<file path="src/hw/rtl/sbh_pkg.sv">
// Shared types, constants and round functions for the SHA-256 byte stream hasher.
`timescale 1ns / 1ps

package sbh_pkg;

    // Sequencer states.
    typedef enum logic [2:0] {
        ST_IDLE,
        ST_PAD,
        ST_LEN,
        ST_COMP,
        ST_UPDATE,
        ST_EMIT
    } sbh_state_t;

    // Eight 32-bit words of hash or working state, word 0 in the top lane.
    typedef logic [7:0][31:0] sbh_hash_t;

    // Control from the sequencer to the datapath units.
    typedef struct packed {
        logic shift_byte;   // push one byte into the message window
        logic load_work;    // copy hash words into working variables
        logic round_en;     // run one compression round
        logic fold;         // add working variables into the hash words
        logic restore;      // return hash words to the initial values
    } sbh_ctl_t;

    localparam logic [5:0] LAST_BYTE    = 6'd63;
    localparam logic [5:0] LEN_POS      = 6'd56;
    localparam logic [5:0] LAST_ROUND   = 6'd63;
    localparam logic [2:0] LAST_INDEX   = 3'd7;
    localparam logic [7:0] PAD_MARK     = 8'h80;
    localparam logic [63:0] BLOCK_BITS  = 64'd512;

    localparam sbh_hash_t INIT_HASH = {
        32'h6a09e667, 32'hbb67ae85, 32'h3c6ef372, 32'ha54ff53a,
        32'h510e527f, 32'h9b05688c, 32'h1f83d9ab, 32'h5be0cd19
    };

    localparam logic [31:0] ROUND_K [64] = '{
        32'h428a2f98, 32'h71374491, 32'hb5c0fbcf, 32'he9b5dba5,
        32'h3956c25b, 32'h59f111f1, 32'h923f82a4, 32'hab1c5ed5,
        32'hd807aa98, 32'h12835b01, 32'h243185be, 32'h550c7dc3,
        32'h72be5d74, 32'h80deb1fe, 32'h9bdc06a7, 32'hc19bf174,
        32'he49b69c1, 32'hefbe4786, 32'h0fc19dc6, 32'h240ca1cc,
        32'h2de92c6f, 32'h4a7484aa, 32'h5cb0a9dc, 32'h76f988da,
        32'h983e5152, 32'ha831c66d, 32'hb00327c8, 32'hbf597fc7,
        32'hc6e00bf3, 32'hd5a79147, 32'h06ca6351, 32'h14292967,
        32'h27b70a85, 32'h2e1b2138, 32'h4d2c6dfc, 32'h53380d13,
        32'h650a7354, 32'h766a0abb, 32'h81c2c92e, 32'h92722c85,
        32'ha2bfe8a1, 32'ha81a664b, 32'hc24b8b70, 32'hc76c51a3,
        32'hd192e819, 32'hd6990624, 32'hf40e3585, 32'h106aa070,
        32'h19a4c116, 32'h1e376c08, 32'h2748774c, 32'h34b0bcb5,
        32'h391c0cb3, 32'h4ed8aa4a, 32'h5b9cca4f, 32'h682e6ff3,
        32'h748f82ee, 32'h78a5636f, 32'h84c87814, 32'h8cc70208,
        32'h90befffa, 32'ha4506ceb, 32'hbef9a3f7, 32'hc67178f2
    };

    function automatic logic [31:0] rotr(input logic [31:0] x, input int unsigned n);
        rotr = (x >> n) | (x << (32 - n));
    endfunction

    function automatic logic [31:0] big_sigma0(input logic [31:0] x);
        big_sigma0 = rotr(x, 2) ^ rotr(x, 13) ^ rotr(x, 22);
    endfunction

    function automatic logic [31:0] big_sigma1(input logic [31:0] x);
        big_sigma1 = rotr(x, 6) ^ rotr(x, 11) ^ rotr(x, 25);
    endfunction

    function automatic logic [31:0] small_sigma0(input logic [31:0] x);
        small_sigma0 = rotr(x, 7) ^ rotr(x, 18) ^ (x >> 3);
    endfunction

    function automatic logic [31:0] small_sigma1(input logic [31:0] x);
        small_sigma1 = rotr(x, 17) ^ rotr(x, 19) ^ (x >> 10);
    endfunction

endpackage

</file>
<file path="src/hw/rtl/sbh_sched.sv">
// Message window: byte buffer while loading, sliding message schedule while compressing.
`timescale 1ns / 1ps

module sbh_sched
    import sbh_pkg::*;
(
    input  logic        aclk,
    input  sbh_ctl_t    ctl,
    input  logic [7:0]  byte_in,
    output logic [31:0] w_cur
);

    // Sixteen words, w[t] in the top 32 bits.
    logic [511:0] win_reg;
    logic [511:0] win_next;
    logic [31:0]  w_new;

    // Next schedule word from the fixed taps of the window.
    assign w_new = small_sigma1(win_reg[511-32*14 -: 32]) + win_reg[511-32*9 -: 32]
                 + small_sigma0(win_reg[511-32*1 -: 32]) + win_reg[511 -: 32];

    assign w_cur = win_reg[511 -: 32];

    // Bytes enter at the bottom; rounds shift one word out of the top.
    always_comb begin
        win_next = win_reg;
        if (ctl.shift_byte) begin
            win_next = {win_reg[503:0], byte_in};
        end else if (ctl.round_en) begin
            win_next = {win_reg[479:0], w_new};
        end
    end

    always_ff @(posedge aclk) begin
        win_reg <= win_next;
    end

endmodule

</file>
<file path="src/hw/rtl/sbh_round.sv">
// Hash words and working variables with the shared one-round compression unit.
`timescale 1ns / 1ps

module sbh_round
    import sbh_pkg::*;
(
    input  logic        aclk,
    input  logic        aresetn,
    input  sbh_ctl_t    ctl,
    input  logic [31:0] k_cur,
    input  logic [31:0] w_cur,
    output sbh_hash_t   hash_words
);

    sbh_hash_t   hash_reg;
    sbh_hash_t   hash_next;
    sbh_hash_t   work_reg;
    sbh_hash_t   work_next;
    logic [31:0] t1;
    logic [31:0] t2;
    logic [31:0] a_v;
    logic [31:0] e_v;

    assign a_v = work_reg[7];
    assign e_v = work_reg[3];

    // One round: lane 7 holds a, lane 0 holds h.
    assign t1 = work_reg[0] + big_sigma1(e_v) + ((e_v & work_reg[2]) ^ (~e_v & work_reg[1]))
              + k_cur + w_cur;
    assign t2 = big_sigma0(a_v) + ((a_v & work_reg[6]) ^ (a_v & work_reg[5])
              ^ (work_reg[6] & work_reg[5]));

    // Working variables: load, or step one round.
    always_comb begin
        work_next = work_reg;
        if (ctl.load_work) begin
            work_next = hash_reg;
        end else if (ctl.round_en) begin
            work_next[7] = t1 + t2;
            work_next[6] = work_reg[7];
            work_next[5] = work_reg[6];
            work_next[4] = work_reg[5];
            work_next[3] = work_reg[4] + t1;
            work_next[2] = work_reg[3];
            work_next[1] = work_reg[2];
            work_next[0] = work_reg[1];
        end
    end

    // Hash words: fold in after the last round, or go back to the initial values.
    always_comb begin
        hash_next = hash_reg;
        if (ctl.restore) begin
            hash_next = INIT_HASH;
        end else if (ctl.fold) begin
            for (int i = 0; i < 8; i++) begin
                hash_next[i] = hash_reg[i] + work_reg[i];
            end
        end
    end

    always_ff @(posedge aclk) begin
        if (!aresetn) begin
            hash_reg <= INIT_HASH;
        end else begin
            hash_reg <= hash_next;
        end
    end

    always_ff @(posedge aclk) begin
        work_reg <= work_next;
    end

    assign hash_words = hash_reg;

endmodule

</file>
<file path="src/hw/rtl/sha256_byte_stream_hasher.sv">
// Top level of the SHA-256 byte stream hasher: sequencer, counters and stream ports.
//
//  Channel | Ports            | Fields (lowest bit up)
//  --------+------------------+--------------------------------------------------------
//  input   | s_tvalid/s_tready| s_tdata: byte_value[7:0]; s_tuser: mode[0]
//  result  | m_tvalid/m_tready| m_tdata: digest_word[31:0], word_index[34:32], zero[39:35];
//          |                  | m_tlast: last_word
//
// Every 64th absorbed byte starts a compression of 64 rounds and a fold in the single round
// unit; no further byte is taken until that compression is done.
// A finish word is followed by zero padding and length bytes (8 to 71 over one or two blocks),
// one or two compressions, then eight result words, each held until taken.
// s_tready is high only in the idle state. Reset (aresetn low, synchronous) restores the
// initial hash values and clears the counts; no clearing pass is needed.
`timescale 1ns / 1ps

module sha256_byte_stream_hasher
    import sbh_pkg::*;
(
    input  logic        aclk,
    input  logic        aresetn,
    input  logic        s_tvalid,
    output logic        s_tready,
    input  logic [7:0]  s_tdata,    // byte_value[7:0]
    input  logic [0:0]  s_tuser,    // mode[0]
    output logic        m_tvalid,
    input  logic        m_tready,
    output logic [39:0] m_tdata,    // digest_word[31:0], word_index[34:32], zero[39:35]
    output logic        m_tlast
);

    sbh_state_t  state_reg;
    sbh_state_t  state_next;
    sbh_state_t  after_reg;
    sbh_state_t  after_next;
    logic [5:0]  count_reg;
    logic [5:0]  round_reg;
    logic [2:0]  index_reg;
    logic [63:0] total_reg;
    logic [63:0] len_reg;
    sbh_ctl_t    ctl;
    logic [7:0]  byte_in;
    logic [31:0] w_cur;
    sbh_hash_t   hash_words;
    logic        s_acc;
    logic        m_acc;
    logic        done_emit;

    assign s_acc     = s_tvalid && s_tready;
    assign m_acc     = m_tvalid && m_tready;
    assign done_emit = m_acc && (index_reg == LAST_INDEX);

    // Next state and the state to resume after a compression.
    always_comb begin
        state_next = state_reg;
        after_next = after_reg;
        unique case (state_reg)
            ST_IDLE: begin
                if (s_acc) begin
                    if (s_tuser[0]) begin
                        after_next = ST_PAD;
                        state_next = (count_reg == LAST_BYTE) ? ST_COMP : ST_PAD;
                    end else begin
                        after_next = ST_IDLE;
                        state_next = (count_reg == LAST_BYTE) ? ST_COMP : ST_IDLE;
                    end
                end
            end
            ST_PAD: begin
                if (count_reg == LEN_POS) begin
                    state_next = ST_LEN;
                end else if (count_reg == LAST_BYTE) begin
                    after_next = ST_PAD;
                    state_next = ST_COMP;
                end
            end
            ST_LEN: begin
                if (count_reg == LAST_BYTE) begin
                    after_next = ST_EMIT;
                    state_next = ST_COMP;
                end
            end
            ST_COMP: begin
                if (round_reg == LAST_ROUND) begin
                    state_next = ST_UPDATE;
                end
            end
            ST_UPDATE: begin
                state_next = after_reg;
            end
            ST_EMIT: begin
                if (done_emit) begin
                    state_next = ST_IDLE;
                end
            end
            default: begin
                state_next = ST_IDLE;
            end
        endcase
    end

    // Datapath control and handshake outputs.
    always_comb begin
        ctl        = '0;
        byte_in    = s_tdata;
        s_tready   = 1'b0;
        m_tvalid   = 1'b0;
        unique case (state_reg)
            ST_IDLE: begin
                s_tready       = 1'b1;
                ctl.shift_byte = s_acc;
                byte_in        = s_tuser[0] ? PAD_MARK : s_tdata;
            end
            ST_PAD: begin
                ctl.shift_byte = (count_reg != LEN_POS);
                byte_in        = 8'h00;
            end
            ST_LEN: begin
                ctl.shift_byte = 1'b1;
                byte_in        = len_reg[63:56];
            end
            ST_COMP: begin
                ctl.round_en = 1'b1;
            end
            ST_UPDATE: begin
                ctl.fold = 1'b1;
            end
            ST_EMIT: begin
                m_tvalid    = 1'b1;
                ctl.restore = done_emit;
            end
            default: begin
                ctl = '0;
            end
        endcase
        ctl.load_work = (state_next == ST_COMP) && (state_reg != ST_COMP);
    end

    // Control registers.
    always_ff @(posedge aclk) begin
        if (!aresetn) begin
            state_reg <= ST_IDLE;
            after_reg <= ST_IDLE;
            count_reg <= '0;
            round_reg <= '0;
            index_reg <= '0;
            total_reg <= '0;
        end else begin
            state_reg <= state_next;
            after_reg <= after_next;
            if (ctl.shift_byte) begin
                count_reg <= count_reg + 6'd1;
            end
            round_reg <= ctl.round_en ? round_reg + 6'd1 : '0;
            if (m_acc) begin
                index_reg <= index_reg + 3'd1;
            end
            if (done_emit) begin
                total_reg <= '0;
            end else if (ctl.fold && (after_reg == ST_IDLE)) begin
                total_reg <= total_reg + BLOCK_BITS;
            end
        end
    end

    // Message length in bits, latched at finish and sent out high byte first.
    always_ff @(posedge aclk) begin
        if (s_acc && s_tuser[0]) begin
            len_reg <= total_reg + {55'd0, count_reg, 3'd0};
        end else if (state_reg == ST_LEN) begin
            len_reg <= {len_reg[55:0], 8'h00};
        end
    end

    sbh_sched u_sched (
        .aclk    (aclk),
        .ctl     (ctl),
        .byte_in (byte_in),
        .w_cur   (w_cur)
    );

    sbh_round u_round (
        .aclk       (aclk),
        .aresetn    (aresetn),
        .ctl        (ctl),
        .k_cur      (ROUND_K[round_reg]),
        .w_cur      (w_cur),
        .hash_words (hash_words)
    );

    // Digest words straight from the hash registers, word 0 first.
    assign m_tdata = {5'd0, index_reg, hash_words[3'd7 - index_reg]};
    assign m_tlast = (index_reg == LAST_INDEX);

`ifndef ASSERT_OFF
    // Input and result sides are never open at the same time.
    assert property (@(posedge aclk) disable iff (!aresetn) !(s_tready && m_tvalid))
        else $error("input ready while a digest word is pending");

    // After the last digest word the block takes input again.
    assert property (@(posedge aclk) disable iff (!aresetn)
        (m_tvalid && m_tready && m_tlast) |=> s_tready)
        else $error("block did not return to idle after the digest");

    // A digest always starts at word zero.
    assert property (@(posedge aclk) disable iff (!aresetn)
        $rose(m_tvalid) |-> (m_tdata[34:32] == 3'd0))
        else $error("digest did not start at word zero");

    // The round counter only advances while compressing.
    assert property (@(posedge aclk) disable iff (!aresetn)
        (state_reg != ST_COMP) |-> (round_reg == 6'd0))
        else $error("round counter active outside compression");
`endif

endmodule
</file>
<file path="config.mk">
export PLATFORM = sky130hd
export DESIGN_NAME = sha256_byte_stream_hasher
export DESIGN_NICKNAME = d
export VERILOG_FILES = /design/src/hw/rtl/sbh_pkg.sv /design/src/hw/rtl/sbh_sched.sv /design/src/hw/rtl/sbh_round.sv /design/src/hw/rtl/sha256_byte_stream_hasher.sv
export SDC_FILE = /design/constraint.sdc
export NUM_CORES = 2
export LEC_CHECK = 0
export ABC_AREA = 1
export ABC_CLOCK_PERIOD_IN_PS = 72600
export BUFFER_PORTS_ARGS = -buffer_cell sky130_fd_sc_hd__buf_2
export CAP_MARGIN = 0
export CORE_MARGIN = 3
export CORE_UTILIZATION = 30
export DETAILED_ROUTE_END_ITERATION = 7
export GPL_TIMING_DRIVEN = 0
export MAX_ROUTING_LAYER = met4
export PLACE_DENSITY = 0.5
export SYNTH_ARGS = -nofsm -noshare
export SYNTH_HDL_FRONTEND = slang
export SYNTH_SLANG_ARGS = --single-unit
</file>
<file path="constraint.sdc">
create_clock -name aclk -period 72.6 [get_ports aclk]
set_input_delay 14.52 -clock aclk [delete_from_list [all_inputs] [get_ports aclk]]
set_output_delay 14.52 -clock aclk [all_outputs]
set_load 0.01 [all_outputs]
</file>
==> summary.md <==
| Metric | Value |
|---|---|
| Hold_buf cts | 0 |
| Full die area | 278000 µm² |
| Synth unique cells | 68 |
| MaxCap Viol Count | 1 |
| DIE WIDTH | 527 µm |
| Synth async-reset ratio | 0% |
| Cts repair resizes | 0 |
| Area delta synth->final | 12.5% |
| Cts bufs inserted | about 160 |
| Synthesized area | 81400 µm² |
| P_leak | 39.5 nW |
| DR pass1 iterations | 8 |
| Hold path depth | 2 |
| Final setup vio count | 0 |
| Ys Warns | 0 |
| Util after Layout | between 30 and 40% |
| Antenna violations before repair | 30 |
| Root Buffer | clkbuf_16 |
| Status | complete, but fails checks |
| First-pass GRT wire length | 575000 µm |
| Nature of the critical path startpoint | flop |
| Clock-pin slew on the worst setup and hold paths | 0.06 ns |
| CP Class | reg -> out |
| Critical path required time | ~58 ns |
| Total wire length | 420000 µm |
| Port buffer count | 50 |
| Hold path endpoint | u_round.hash_words[128] |
| Fin crit share | roughly 27% |
| Yosys reg bits | roughly 1200 |
| Post-synth EDFFs | 829 |
| Setup Skew | 0.0480 ns |
| Failing checks | capacitance limit |
| Final Wtd Congestion | about 1.1 |
| Reg2Reg Depth | 31 |
| # DRC | 0 |
| Crit Path Max Fanout | 10 |
| Top FF cell, synth | edfxtp_1 |
| Tot GR Track Use | 30.0% |
| Clk Latency, worst-skew pair | 0.85 ns |
| Peak VDD IR | 0.0000466 V |
| Slew Limit Fails | 0 |
| Worst-Margin Slew | 1.49 ns |
| Clk buf depth | 4 |
| Max H-tree Level | 4 |
| CP most frequent cell | clkbuf_1 |
| Mapped Avg Cell Area | 7.72 µm² |
| CTS tree | done |
| GRT overflow | 0 |
| Syn Inst Count | 10500 |
| Fin. Hold Viols | 0 |
| Pwr/cell area | 36.8 nW/µm² |
| Post-route ant nets | 0 |
| Row count | 190 |
| DRT iter0 DRCs | 8837 |
| R2r endpoint | u_round.a_v[31] |
| IO Pins | 56 |
| Tmin final | between 15 and 20 ns |
| Min-delay src | u_round.hash_words[128] |
| RSZ-0062 raised after global routing | false |
| Vias in the first global route | about 75000 |
| Register area share after synthesis | between 30% and 40% |
| HPWL Detailed | 339000 µm |
| Worst hold path class | reg -> reg |
| R2R Setup Slk | 61.87 ns |
| Wire per inst | 29.0 µm |
| Via Count | between 70000 and 80000 |
| Clock sink total | 1160 |
| Total negative slack | 0 ns |
| Max-slew headroom | 0.730% |
| CP peak stage delay | 0.96 ns |
| Core area | 269000 µm² |
| Share of cells above drive strength 1 | 4.80% |
| Initial Utilization | 30.3% |
| CP cell instances | clkbuf_1, inv_2, clkbuf_1, clkbuf_1, o21ai_0, a31oi_1, buf_2 |
| Post-DR vias/cell | 5.39 |
| Post-CTS Setup Inserts | 0 |
| Max FFs per register | 512 |
| FF-to-FF Start | round_reg[1] |
| Die height | 527 µm |
| Crit-path slowest cell | a31oi_1 |
| Largest net degree at the start of global routing | 72 |
| Filler Cell Count | 28600 |
| Critical Path End Type | primary output |
| Worst EP arrival | 5.12 ns |
| Fmax | about 50 MHz |
| Net count, final | 11400 |
## where the power goes
| part | internal [W] | total (W) | switching [W] | leakage (nW) |
|---|---|---|---|---|
| logic | 0.000536 | 0.00172 | 0.00118 | 26.5 |
| clock network | 0.000442 | 0.000765 | 0.000323 | 2.35 |
| registers | 0.000836 | 0.000889 | 0.0000536 | 10.7 |
## worst max-delay path: cells and delay by family, from the launching register on
kind / cells / cell delay (ns)
compound gates: 2 / 1.54
buf+inv: 5 / 2.31
flops: 1 / 0.41
## cell type report
class	count	area, µm²	area share [%]
inverter	1236	4640	5.07
clock inverter	69	636	0.694
timing repair buffer	74	796	0.869
clock buffer	202	4190	4.57
tap	3552	4440	4.85
antenna	19	47.5	0.0519
sequential	1160	31500	34.4
buffer	452	1930	2.11
multi-input combinational	7692	43400	47.4
## synth_stat cells (4+ instances only)
| cell type | instances | area share [%] |
|---|---|---|
| a211oi_1 | 13 | 0.12 |
| a21boi_0 | 34 | 0.31 |
| a21o_1 | 58 | 0.54 |
| a21oi_1 | 836 | 5.1 |
| a221o_1 | 4 | 0.049 |
| a221oi_1 | 36 | 0.39 |
| a22oi_1 | 8 | 0.074 |
| a31oi_1 | 73 | 0.56 |
| buf_1 | 23 | 0.11 |
| buf_2 | 119 | 0.73 |
| buf_4 | 17 | 0.16 |
| clkbuf_1 | 293 | 1.4 |
| clkinv_1 | 4 | 0.018 |
| dfxtp_1 | 331 | 8.1 |
| edfxtp_1 | 829 | 31 |
| fa_1 | 195 | 4.8 |
| ha_1 | 404 | 6.2 |
| inv_1 | 1221 | 5.6 |
| inv_2 | 10 | 0.046 |
| maj3_1 | 20 | 0.25 |
| mux2i_1 | 29 | 0.36 |
| nand2_1 | 3009 | 14 |
| nand3_1 | 350 | 2.2 |
| nand3b_1 | 13 | 0.12 |
| nand4_1 | 79 | 0.61 |
| nor2_1 | 632 | 2.9 |
| nor2_2 | 10 | 0.077 |
| nor3_1 | 118 | 0.73 |
| nor4_1 | 49 | 0.38 |
| o2111ai_1 | 6 | 0.065 |
| o211ai_1 | 99 | 0.91 |
| o21a_1 | 20 | 0.18 |
| o21ai_0 | 954 | 5.9 |
| o21ai_1 | 25 | 0.15 |
| o21bai_1 | 66 | 0.61 |
| o221a_2 | 5 | 0.069 |
| o221ai_1 | 10 | 0.11 |
| o22ai_1 | 5 | 0.038 |
| o31ai_1 | 10 | 0.092 |
| or2_2 | 35 | 0.27 |
| xnor2_1 | 177 | 1.9 |
| xor2_1 | 263 | 2.8 |
## cell usage in the layout (no fill, tap or decap), drive strengths merged, types with 19 or more instances in the layout
| master | synthesis | routed |
|---|---|---|
| or2 | 37 | 37 |
| nand3 | 352 | 352 |
| o21bai | 66 | 66 |
| ha | 404 | 404 |
| nor2 | 643 | 643 |
| clkinv | 5 | 47 |
| nand4 | 79 | 79 |
| o21a | 20 | 20 |
| o21ai | 980 | 980 |
| maj3 | 20 | 20 |
| inv | 1231 | 1242 |
| nor4 | 50 | 50 |
| nor3 | 122 | 122 |
| nand2 | 3013 | 3013 |
| dfxtp | 331 | 331 |
| xor2 | 263 | 263 |
| a21o | 58 | 58 |
| edfxtp | 829 | 829 |
| diode | 0 | 19 |
| a221oi | 36 | 36 |
| buf | 159 | 233 |
| o211ai | 99 | 99 |
| a21oi | 836 | 836 |
| clkbuf | 293 | 495 |
| a31oi | 73 | 73 |
| xnor2 | 177 | 177 |
| mux2i | 29 | 29 |
| a21boi | 36 | 36 |
| fa | 195 | 195 |
## stage by stage
stage                     cell area [µm²]  power, W  hold WS [ns]  instances  setup slack (ns)
after floorplan                     81400   0.00196         0.447      10500             38.40
after global placement              86100   0.00260         0.468      14100             23.64
after detailed placement            86700   0.00258         0.477      14200             54.19
after CTS                           91500   0.00335         0.486      14400             53.28
after global routing                91500   0.00355         0.518      14500             53.20
final                               91600   0.00337         0.494      14500             52.96
## how the worst max path moves through the flow
stage,startpoint,endpoint,slack (ns)
finish,index_reg[0],m_tdata[21],52.96
global route,index_reg[0],m_tdata[29],53.20
CTS,index_reg[0],m_tdata[29],53.28
detailed placement,index_reg[0],m_tdata[29],54.19
global placement,s_tvalid,u_round.a_v[12],23.64
floorplan,s_tvalid,u_round.a_v[0],38.40
## kinds of logic (layout without fill, tap and decap cells)
group	Yosys count	count (layout)	synth area share, %
buf+inv	1688	2033	8.05
other cells	1	24	0.00461
xor+xnor	440	440	4.74
flops	1160	1160	38.7
simple gates	4315	4315	21.3
fa+ha+maj	619	619	11.3
mux	29	29	0.357
compound gates	2284	2284	15.5
## metal layers
layer  GRT usage (%)  up-vias  part of all wire (%)
li1                -    35500                     -
met1            37.1    38000                    41
met2            46.9     3536                    45
met3            4.62      895                   7.1
met4            16.6        0                   7.0
met5               -        -                     0
Note: power is estimated with default switching activity, not from simulation.
